==> src/rtl/ucd_pkg.sv <==
// shared types and constants for the utf-8 code point decoder
package ucd_pkg;

   localparam int CP_WIDTH    = 21;
   localparam int BITS_WIDTH  = 7;
   localparam int QUEUE_DEPTH = 2;
   localparam int QPTR_WIDTH  = $clog2(QUEUE_DEPTH);
   localparam int QCNT_WIDTH  = $clog2(QUEUE_DEPTH + 1);

   localparam logic [CP_WIDTH-1:0] REPL_CHAR = 21'h00FFFD;
   localparam logic [CP_WIDTH-1:0] MIN_CP_2  = 21'h000080;
   localparam logic [CP_WIDTH-1:0] MIN_CP_3  = 21'h000800;
   localparam logic [CP_WIDTH-1:0] MIN_CP_4  = 21'h010000;
   localparam logic [CP_WIDTH-1:0] SURR_LO   = 21'h00D800;
   localparam logic [CP_WIDTH-1:0] SURR_HI   = 21'h00DFFF;
   localparam logic [CP_WIDTH-1:0] CP_MAX    = 21'h10FFFF;

   // byte class found by the front end
   typedef enum logic [2:0] {
      CLS_ASCII,
      CLS_LEAD2,
      CLS_LEAD3,
      CLS_LEAD4,
      CLS_CONT,
      CLS_BAD
   } byte_class_type;

   // classified byte as it sits in the queue
   typedef struct packed {
      byte_class_type          cls;
      logic [BITS_WIDTH-1:0]   bits;
      logic                    last;
   } byte_rec_type;

endpackage

==> src/rtl/ucd_req_if.sv <==
// byte input channel
interface ucd_req_if;
   logic       valid;
   logic       ready;
   logic [7:0] byte_in;
   logic       last_of_string;

   modport source (output valid, output byte_in, output last_of_string, input ready);
   modport sink   (input valid, input byte_in, input last_of_string, output ready);
endinterface

==> src/rtl/ucd_rsp_if.sv <==
// code point result channel
interface ucd_rsp_if;
   logic                          valid;
   logic                          ready;
   logic [ucd_pkg::CP_WIDTH-1:0]  code_point;
   logic                          replaced;

   modport source (output valid, output code_point, output replaced, input ready);
   modport sink   (input valid, input code_point, input replaced, output ready);
endinterface

==> src/rtl/ucd_front.sv <==
// front end: byte classification and the queue toward the decoder
module ucd_front (
   input  logic                  clock,
   input  logic                  reset,
   ucd_req_if.sink               req_ch,
   output logic                  head_valid,
   output ucd_pkg::byte_rec_type head_rec,
   input  logic                  head_pop
);

   ucd_pkg::byte_rec_type                      queue_ff [ucd_pkg::QUEUE_DEPTH];
   logic [ucd_pkg::QPTR_WIDTH-1:0]             wr_ptr_ff, wr_ptr_in;
   logic [ucd_pkg::QPTR_WIDTH-1:0]             rd_ptr_ff, rd_ptr_in;
   logic [ucd_pkg::QCNT_WIDTH-1:0]             count_ff, count_in;
   ucd_pkg::byte_rec_type                      new_rec;
   logic                                       push;
   logic                                       pop;

   // classify the incoming byte by its lead bits
   always_comb begin
      new_rec.last = req_ch.last_of_string;
      new_rec.bits = req_ch.byte_in[6:0];
      if (req_ch.byte_in[7] == 1'b0) begin
         new_rec.cls  = ucd_pkg::CLS_ASCII;
      end else if (req_ch.byte_in[7:6] == 2'b10) begin
         new_rec.cls  = ucd_pkg::CLS_CONT;
         new_rec.bits = {1'b0, req_ch.byte_in[5:0]};
      end else if (req_ch.byte_in[7:5] == 3'b110) begin
         new_rec.cls  = ucd_pkg::CLS_LEAD2;
         new_rec.bits = {2'b0, req_ch.byte_in[4:0]};
      end else if (req_ch.byte_in[7:4] == 4'b1110) begin
         new_rec.cls  = ucd_pkg::CLS_LEAD3;
         new_rec.bits = {3'b0, req_ch.byte_in[3:0]};
      end else if (req_ch.byte_in[7:3] == 5'b11110) begin
         new_rec.cls  = ucd_pkg::CLS_LEAD4;
         new_rec.bits = {4'b0, req_ch.byte_in[2:0]};
      end else begin
         new_rec.cls  = ucd_pkg::CLS_BAD;
      end
   end

   // queue handshake
   assign req_ch.ready = (count_ff != ucd_pkg::QCNT_WIDTH'(ucd_pkg::QUEUE_DEPTH));
   assign push         = req_ch.valid && req_ch.ready;
   assign pop          = head_pop && head_valid;
   assign head_valid   = (count_ff != '0);
   assign head_rec     = queue_ff[rd_ptr_ff];

   // pointer and fill count update
   always_comb begin
      wr_ptr_in = wr_ptr_ff;
      rd_ptr_in = rd_ptr_ff;
      count_in  = count_ff;
      if (push) begin
         wr_ptr_in = wr_ptr_ff + 1'b1;
      end
      if (pop) begin
         rd_ptr_in = rd_ptr_ff + 1'b1;
      end
      if (push && !pop) begin
         count_in = count_ff + 1'b1;
      end else if (pop && !push) begin
         count_in = count_ff - 1'b1;
      end
   end

   always_ff @(posedge clock) begin
      if (reset) begin
         wr_ptr_ff <= '0;
         rd_ptr_ff <= '0;
         count_ff  <= '0;
      end else begin
         wr_ptr_ff <= wr_ptr_in;
         rd_ptr_ff <= rd_ptr_in;
         count_ff  <= count_in;
      end
   end

   // queue storage
   always_ff @(posedge clock) begin
      if (push) begin
         queue_ff[wr_ptr_ff] <= new_rec;
      end
   end

endmodule

==> src/rtl/ucd_back.sv <==
// back end: sequence assembly, range checks and the result register
module ucd_back (
   input  logic                  clock,
   input  logic                  reset,
   input  logic                  head_valid,
   input  ucd_pkg::byte_rec_type head_rec,
   output logic                  head_pop,
   ucd_rsp_if.source             rsp_ch
);

   logic [1:0]                    pending_ff, pending_in;
   logic [1:0]                    seqlen_ff, seqlen_in;
   logic [ucd_pkg::CP_WIDTH-1:0]  partial_ff, partial_in;
   logic                          skip_ff, skip_in;
   logic                          rsp_valid_ff, rsp_valid_in;
   logic [ucd_pkg::CP_WIDTH-1:0]  rsp_cp_ff, rsp_cp_in;
   logic                          rsp_rep_ff, rsp_rep_in;
   logic                          out_free;
   logic                          emit;
   logic [ucd_pkg::CP_WIDTH-1:0]  emit_cp;
   logic                          emit_rep;
   logic [ucd_pkg::CP_WIDTH-1:0]  shifted;
   logic [1:0]                    pending_dec;
   logic [ucd_pkg::CP_WIDTH-1:0]  min_cp;
   logic                          out_of_range;

   // take the next item when the result register can hold what it gives
   assign out_free = !rsp_valid_ff || rsp_ch.ready;
   assign head_pop = head_valid && out_free;

   // assembled value and its checks
   assign shifted     = {partial_ff[ucd_pkg::CP_WIDTH-7:0], head_rec.bits[5:0]};
   assign pending_dec = pending_ff - 2'd1;

   always_comb begin
      case (seqlen_ff)
         2'd1:    min_cp = ucd_pkg::MIN_CP_2;
         2'd2:    min_cp = ucd_pkg::MIN_CP_3;
         default: min_cp = ucd_pkg::MIN_CP_4;
      endcase
   end

   assign out_of_range = (shifted < min_cp) || (shifted > ucd_pkg::CP_MAX) ||
                         ((shifted >= ucd_pkg::SURR_LO) && (shifted <= ucd_pkg::SURR_HI));

   // decode step for the item at the head of the queue
   always_comb begin
      pending_in = pending_ff;
      seqlen_in  = seqlen_ff;
      partial_in = partial_ff;
      skip_in    = skip_ff;
      emit       = 1'b0;
      emit_cp    = ucd_pkg::REPL_CHAR;
      emit_rep   = 1'b1;
      if (skip_ff) begin
         // dropping bytes up to the end of the string
         if (head_rec.last) begin
            skip_in = 1'b0;
         end
      end else if (pending_ff == 2'd0) begin
         // lead byte
         pending_in = 2'd0;
         seqlen_in  = 2'd0;
         partial_in = '0;
         unique case (head_rec.cls)
            ucd_pkg::CLS_ASCII: begin
               emit     = 1'b1;
               emit_cp  = ucd_pkg::CP_WIDTH'(head_rec.bits);
               emit_rep = 1'b0;
            end
            ucd_pkg::CLS_LEAD2, ucd_pkg::CLS_LEAD3, ucd_pkg::CLS_LEAD4: begin
               if (head_rec.last) begin
                  emit = 1'b1;
               end else begin
                  if (head_rec.cls == ucd_pkg::CLS_LEAD2) begin
                     pending_in = 2'd1;
                  end else if (head_rec.cls == ucd_pkg::CLS_LEAD3) begin
                     pending_in = 2'd2;
                  end else begin
                     pending_in = 2'd3;
                  end
                  seqlen_in  = pending_in;
                  partial_in = ucd_pkg::CP_WIDTH'(head_rec.bits);
               end
            end
            default: begin
               emit = 1'b1;
            end
         endcase
      end else if (head_rec.cls != ucd_pkg::CLS_CONT) begin
         // broken sequence: one replacement, then drop the rest of the string
         emit       = 1'b1;
         pending_in = 2'd0;
         seqlen_in  = 2'd0;
         partial_in = '0;
         skip_in    = !head_rec.last;
      end else if (pending_dec != 2'd0) begin
         // more continuation bytes to come
         if (head_rec.last) begin
            emit       = 1'b1;
            pending_in = 2'd0;
            seqlen_in  = 2'd0;
            partial_in = '0;
         end else begin
            pending_in = pending_dec;
            partial_in = shifted;
         end
      end else begin
         // sequence complete
         emit       = 1'b1;
         pending_in = 2'd0;
         seqlen_in  = 2'd0;
         partial_in = '0;
         if (!out_of_range) begin
            emit_cp  = shifted;
            emit_rep = 1'b0;
         end
      end
   end

   // result register next value
   always_comb begin
      rsp_valid_in = rsp_valid_ff;
      rsp_cp_in    = rsp_cp_ff;
      rsp_rep_in   = rsp_rep_ff;
      if (rsp_ch.ready) begin
         rsp_valid_in = 1'b0;
      end
      if (head_pop && emit) begin
         rsp_valid_in = 1'b1;
         rsp_cp_in    = emit_cp;
         rsp_rep_in   = emit_rep;
      end
   end

   always_ff @(posedge clock) begin
      if (reset) begin
         pending_ff   <= 2'd0;
         seqlen_ff    <= 2'd0;
         partial_ff   <= '0;
         skip_ff      <= 1'b0;
         rsp_valid_ff <= 1'b0;
      end else begin
         if (head_pop) begin
            pending_ff <= pending_in;
            seqlen_ff  <= seqlen_in;
            partial_ff <= partial_in;
            skip_ff    <= skip_in;
         end
         rsp_valid_ff <= rsp_valid_in;
      end
   end

   always_ff @(posedge clock) begin
      rsp_cp_ff  <= rsp_cp_in;
      rsp_rep_ff <= rsp_rep_in;
   end

   assign rsp_ch.valid      = rsp_valid_ff;
   assign rsp_ch.code_point = rsp_cp_ff;
   assign rsp_ch.replaced   = rsp_rep_ff;

   // dropping mode never overlaps an open sequence
   a_skip_no_pending: assert property (@(posedge clock) disable iff (reset)
      skip_ff |-> (pending_ff == 2'd0))
      else $error("skip mode with continuation bytes pending");

   // bytes still expected never exceed the sequence length
   a_pending_in_seq: assert property (@(posedge clock) disable iff (reset)
      (pending_ff != 2'd0) |-> ((seqlen_ff != 2'd0) && (pending_ff <= seqlen_ff)))
      else $error("pending count outside the open sequence");

   // a new result appears only from an item taken off the queue
   a_result_from_pop: assert property (@(posedge clock) disable iff (reset)
      (rsp_valid_ff && !$past(rsp_valid_ff)) |-> $past(head_pop))
      else $error("result without a decoded item");

endmodule

==> src/rtl/utf8_codepoint_decoder.sv <==
// top level of the utf-8 code point decoder
// Takes one byte of a UTF-8 string per cycle on req_ch, with last_of_string on the
// final byte of each string, and gives one code point on rsp_ch per complete
// sequence, with U+FFFD and replaced set for malformed input. A byte is taken
// every cycle as long as the two-entry queue between the classifier and the
// decoder has room; the decoder retires one queued byte per cycle into the
// result register whenever that register is empty or being read. The byte
// that completes a result is first written into the queue; the result
// register is written when the decoder takes that byte off the queue. The
// queue lets input keep flowing for two bytes while the result side is stalled.
module utf8_codepoint_decoder (
   input  logic       clock,
   input  logic       reset,
   ucd_req_if.sink    req_ch,
   ucd_rsp_if.source  rsp_ch
);

   logic                  head_valid;
   ucd_pkg::byte_rec_type head_rec;
   logic                  head_pop;

   // classifier and queue
   ucd_front u_front (
      .clock      (clock),
      .reset      (reset),
      .req_ch     (req_ch),
      .head_valid (head_valid),
      .head_rec   (head_rec),
      .head_pop   (head_pop)
   );

   // sequence decoder and result register
   ucd_back u_back (
      .clock      (clock),
      .reset      (reset),
      .head_valid (head_valid),
      .head_rec   (head_rec),
      .head_pop   (head_pop),
      .rsp_ch     (rsp_ch)
   );

endmodule
==> src/flat_wrapper.sv <==
// flat-port wrapper written by rule: the top's interface ports become plain ports
module utf8_codepoint_decoder_flat 
  (clock, reset, req_ch_valid, req_ch_byte_in, req_ch_last_of_string, req_ch_ready, rsp_ch_valid, rsp_ch_code_point, rsp_ch_replaced, rsp_ch_ready);
  ucd_req_if req_ch_i ();
  ucd_rsp_if rsp_ch_i ();
  input  logic clock;
  input  logic reset;
  input wire logic [$bits(req_ch_i.valid)-1:0] req_ch_valid;
  input wire logic [$bits(req_ch_i.byte_in)-1:0] req_ch_byte_in;
  input wire logic [$bits(req_ch_i.last_of_string)-1:0] req_ch_last_of_string;
  output wire logic [$bits(req_ch_i.ready)-1:0] req_ch_ready;
  output wire logic [$bits(rsp_ch_i.valid)-1:0] rsp_ch_valid;
  output wire logic [$bits(rsp_ch_i.code_point)-1:0] rsp_ch_code_point;
  output wire logic [$bits(rsp_ch_i.replaced)-1:0] rsp_ch_replaced;
  input wire logic [$bits(rsp_ch_i.ready)-1:0] rsp_ch_ready;
  assign req_ch_i.valid = req_ch_valid;
  assign req_ch_i.byte_in = req_ch_byte_in;
  assign req_ch_i.last_of_string = req_ch_last_of_string;
  assign req_ch_ready = req_ch_i.ready;
  assign rsp_ch_valid = rsp_ch_i.valid;
  assign rsp_ch_code_point = rsp_ch_i.code_point;
  assign rsp_ch_replaced = rsp_ch_i.replaced;
  assign rsp_ch_i.ready = rsp_ch_ready;
  utf8_codepoint_decoder u_core (.clock(clock), .reset(reset), .req_ch(req_ch_i), .rsp_ch(rsp_ch_i));
endmodule
==> config.mk <==
export PLATFORM = sky130hd
export DESIGN_NAME = utf8_codepoint_decoder_flat
export DESIGN_NICKNAME = d
export VERILOG_FILES = /design/src/rtl/ucd_pkg.sv /design/src/rtl/ucd_req_if.sv /design/src/rtl/ucd_rsp_if.sv /design/src/rtl/ucd_front.sv /design/src/rtl/ucd_back.sv /design/src/rtl/utf8_codepoint_decoder.sv /design/src/flat_wrapper.sv
export SDC_FILE = /design/constraint.sdc
export NUM_CORES = 1
export LEC_CHECK = 0
export BUFFER_PORTS_ARGS = -buffer_cell sky130_fd_sc_hd__buf_2
export CORE_MARGIN = 10
export CORE_UTILIZATION = 50
export CTS_BUF_LIST = sky130_fd_sc_hd__clkbuf_8
export CTS_CLUSTER_SIZE = 8
export DETAILED_ROUTE_END_ITERATION = 10
export PLACE_DENSITY_LB_ADDON = 0.25
export SYNTH_ARGS = -nofsm -noshare
export SYNTH_HDL_FRONTEND = slang
export SYNTH_SLANG_ARGS = --single-unit
==> constraint.sdc <==
create_clock -name clock -period 4.7 [get_ports clock]
set_clock_uncertainty 0.1 [all_clocks]
set_input_delay 0 -clock clock [delete_from_list [all_inputs] [get_ports clock]]
set_output_delay 0 -clock clock [all_outputs]
set_load 0.02 [all_outputs]
==> summary.md <==
| Metric | Value |
|---|---|
| Most common cell after layout, fill and taps aside | edfxtp_1 |
| Detail Route Antenna Nets | 0 |
| Post-synth top area cell | edfxtp_1 |
| Post-synth EDFFs | 44 |
| Inserted Diodes | 0 |
| Synth-to-layout area growth | 17.3% |
| Die height | 97.2 um |
| Post-synthesis register bit count | 70 |
| # DRC | 0 |
| Initial antenna violation count | 0 |
| Post-CTS Setup Inserts | 0 |
| Pin count of the biggest net entering global routing | 23 |
| Post-synth top area share | 44.3% |
| First-pass GRT wire length | 9910 um |
| Placer Congestion | 0.789 |
| Clk slew on worst S/H paths | 0.07 ns |
| Vias | 2058 |
| Num rows | 28 |
| Num ports | 37 |
| Post-synth ARST share | 0% |
| Yosys cell types | 44 |
| HPWL after detailed placement | 3970 um |
| CTS Buf Count | 9 |
| F_max | 360 MHz |
| Grt total ovfl | 0 |
| Most frequent cells in the layout | 44 x edfxtp_1, 36 x buf_2, 26 x dfxtp_1, 17 x nand2_1 |
| Unrepaired setup endpoints after global routing | false |
| Synth warn | 0 |
| Fin. max-slew vios | 0 |
| Final-report setup violation count | 0 |
| Fin crit period | 2.77 ns |
| Critical Path Fanout Max | 22 |
| HP Class | in2reg |
| CP Launch Type | flop |
| Lkg Pwr | 1.23 nW |
| Crit end category | flop |
| Bufs on Longest Clock Path | 2 |
| Htree depth | 3 |
| Synth Flop Type | edfxtp_1 |
| Crit Path Class | reg2reg |
| Vias in the first global route | 2088 |
| Fin crit share | 59.0% |
| Cts repair resizes | 0 |
| Area of the multi-input gates | 1040 um^2 |
| Synth top area cells | edfxtp_1 44%, dfxtp_1 17%, mux2i_1 3.4% |
| Maxcap violations | 0 |
| Post-synthesis sequential area ratio | 61.7% |
| Number of fill cells | 482 |
| Slew HR | 27.3% |
| Worst Max-Slew Pin Slew | 1.08 ns |
| Mapped Nets | 277 |
| Clock sink count | 70 |
| Routed length per placed instance | 14.7 um |
| Synthesized area per cell | 11.6 um^2 |
| # port buffers | 36 |
| Hold Slack | 0.286 ns |
| Initial DRC Count | 85 |
| Crit-path cells | mux2i_1 > o21bai_4 > o32a_1 > o21ai_1 > inv_1 |
| Starting Density | 51.0% |
| Peak supply drop | 383 uV |
| CP required | 4.57 ns |
| Layout cells sized above 1 | 18.1% |
| Chip width | 97.2 um |
| Synth Cell Area | 2980 um^2 |
| Mean number of vias per cell | 5.35 |
| Root buffer cell | clkbuf_8 |
| Drt first pass iters | 4 |
| CTS tree | done |
| CP max stage cell | dfxtp_1 |
| Sequential cell area | 1840 um^2 |
| Outcome | finished clean |
| Reg2Reg Depth | 5 |
| Gate Count Post-Synth | 257 |
| Setup TNS | 0 ns |
| Critical Path AT | 2.64 ns |
| Hold Fails Final Rpt | 0 |
| Core ar. | 5850 um^2 |
| Gr usage total | 12.7% |
| Worst-Skew Late Latency | 0.34 ns |
| NumNets Final | 325 |
| Wirelength, routed | 5670 um |
| Cell depth of the worst hold path | 2 |
| PwrDens | 593 nW/um^2 |
| Delay of the slowest critical-path stage | 0.77 ns |
| Area of the die | 9460 um^2 |
[what timing repair did]
item	4_1_cts	5_1_grt
endpoints found under the hold margin	38	0
setup endpoints to repair	0	0
hold buffers	13	0
[layer usage]
layer	wire [um]	GRT usage, %	up-vias
met5	0	0	-
li1	-	-	1040
met3	460	4.69	12
met1	2510	15.0	943
met4	125	6.60	0
met2	2570	19.8	63
[synthesized netlist by cell type (3+ instances only)]
cell	number
buf_2	3
o21ai_0	4
and2_1	4
nand3_1	15
ha_1	7
nand2b_1	3
edfxtp_1	44
inv_1	12
nand2_1	17
dfxtp_1	26
xor2_1	3
nor2_1	14
clkbuf_1	10
o21ai_1	10
a21oi_1	16
a211oi_1	5
mux2i_1	10
o2bb2ai_1	6
nor3_1	16
nor4_1	3
[report_power, final]
group | leakage [nW] | total [W] | internal [W] | switching (W)
registers | 0.600 | 0.000930 | 0.000850 | 0.0000802
logic | 0.542 | 0.000753 | 0.000248 | 0.000505
clock network | 0.0843 | 0.000391 | 0.000182 | 0.000209
total | 1.23 | 0.00207 | 0.00128 | 0.000794
[final cells by class]
class,instances,share of cell area [%]
Clock inverter,7,0.930
Multi-Input combinational cell,161,29.6
Tap cell,75,2.68
Inverter,12,1.29
Sequential cell,70,52.6
Timing Repair Buffer,51,9.30
Clock buffer,9,3.54
[sequential cells by signal (all words and copies together), names as in the netlist, named ones only]
name / cells
u_core.u_front.count_ff: 2
u_core.u_front.wr_ptr_ff: 1
u_core.u_back.seqlen_ff: 2
u_core.u_back.skip_ff: 1
u_core.u_back.rsp_ch.replaced: 1
u_core.u_back.pending_ff: 2
u_core.u_front.queue_ff: 22
u_core.u_back.rsp_ch.valid: 1
u_core.u_back.partial_ff: 15
u_core.u_front.rd_ptr_ff: 1
u_core.u_back.rsp_ch.code_point: 21
[cell families (layout without fill, tap and decap cells)]
logic type,after synthesis,count (layout),synth area share (%)
muxes,11,11,3.73
xor gates and xnor gates,5,5,1.47
buffers and inverters,26,79,3.52
adders and majority gates,7,7,2.94
AOI/OAI and AO/OA,50,50,11.1
and+or+nand+nor,88,88,15.5
DFF,70,70,61.7
[worst max-delay path, delay by kind of cell, from the launching register on]
family          cells  cell delay, ns
compound gates      3            0.48
buf+inv             1            0.65
flops               1            0.77
mux                 1            0.39
[per-stage QoR]
step | utilization [%] | total power, W | cells | setup WS (ns) | cell area, um^2
finish | 59.8 | 0.00207 | 385 | 1.93 | 3500
global route | 59.8 | 0.00223 | 385 | 1.64 | 3500
detailed placement | 54.9 | 0.00170 | 356 | 1.85 | 3210
floorplan | - | 0.00150 | 257 | 2.46 | 2980
global placement | 54.9 | 0.00167 | 356 | 2.02 | 3210
CTS | 59.8 | 0.00210 | 385 | 1.85 | 3500
[final timing paths]
kind / startpoint / to / slack [ns]
min reg2reg: u_core.u_back.partial_ff[14] / u_core.u_back.partial_ff[14] / 0.37
max: flop / u_core.u_back.rsp_ch.code_point[5] / 1.93
min: req_ch_last_of_string / u_core.u_front.queue_ff[0][0] / 0.29
max reg2reg: flop / u_core.u_back.rsp_ch.code_point[5] / 1.93
(Power assumes the default switching activity.)
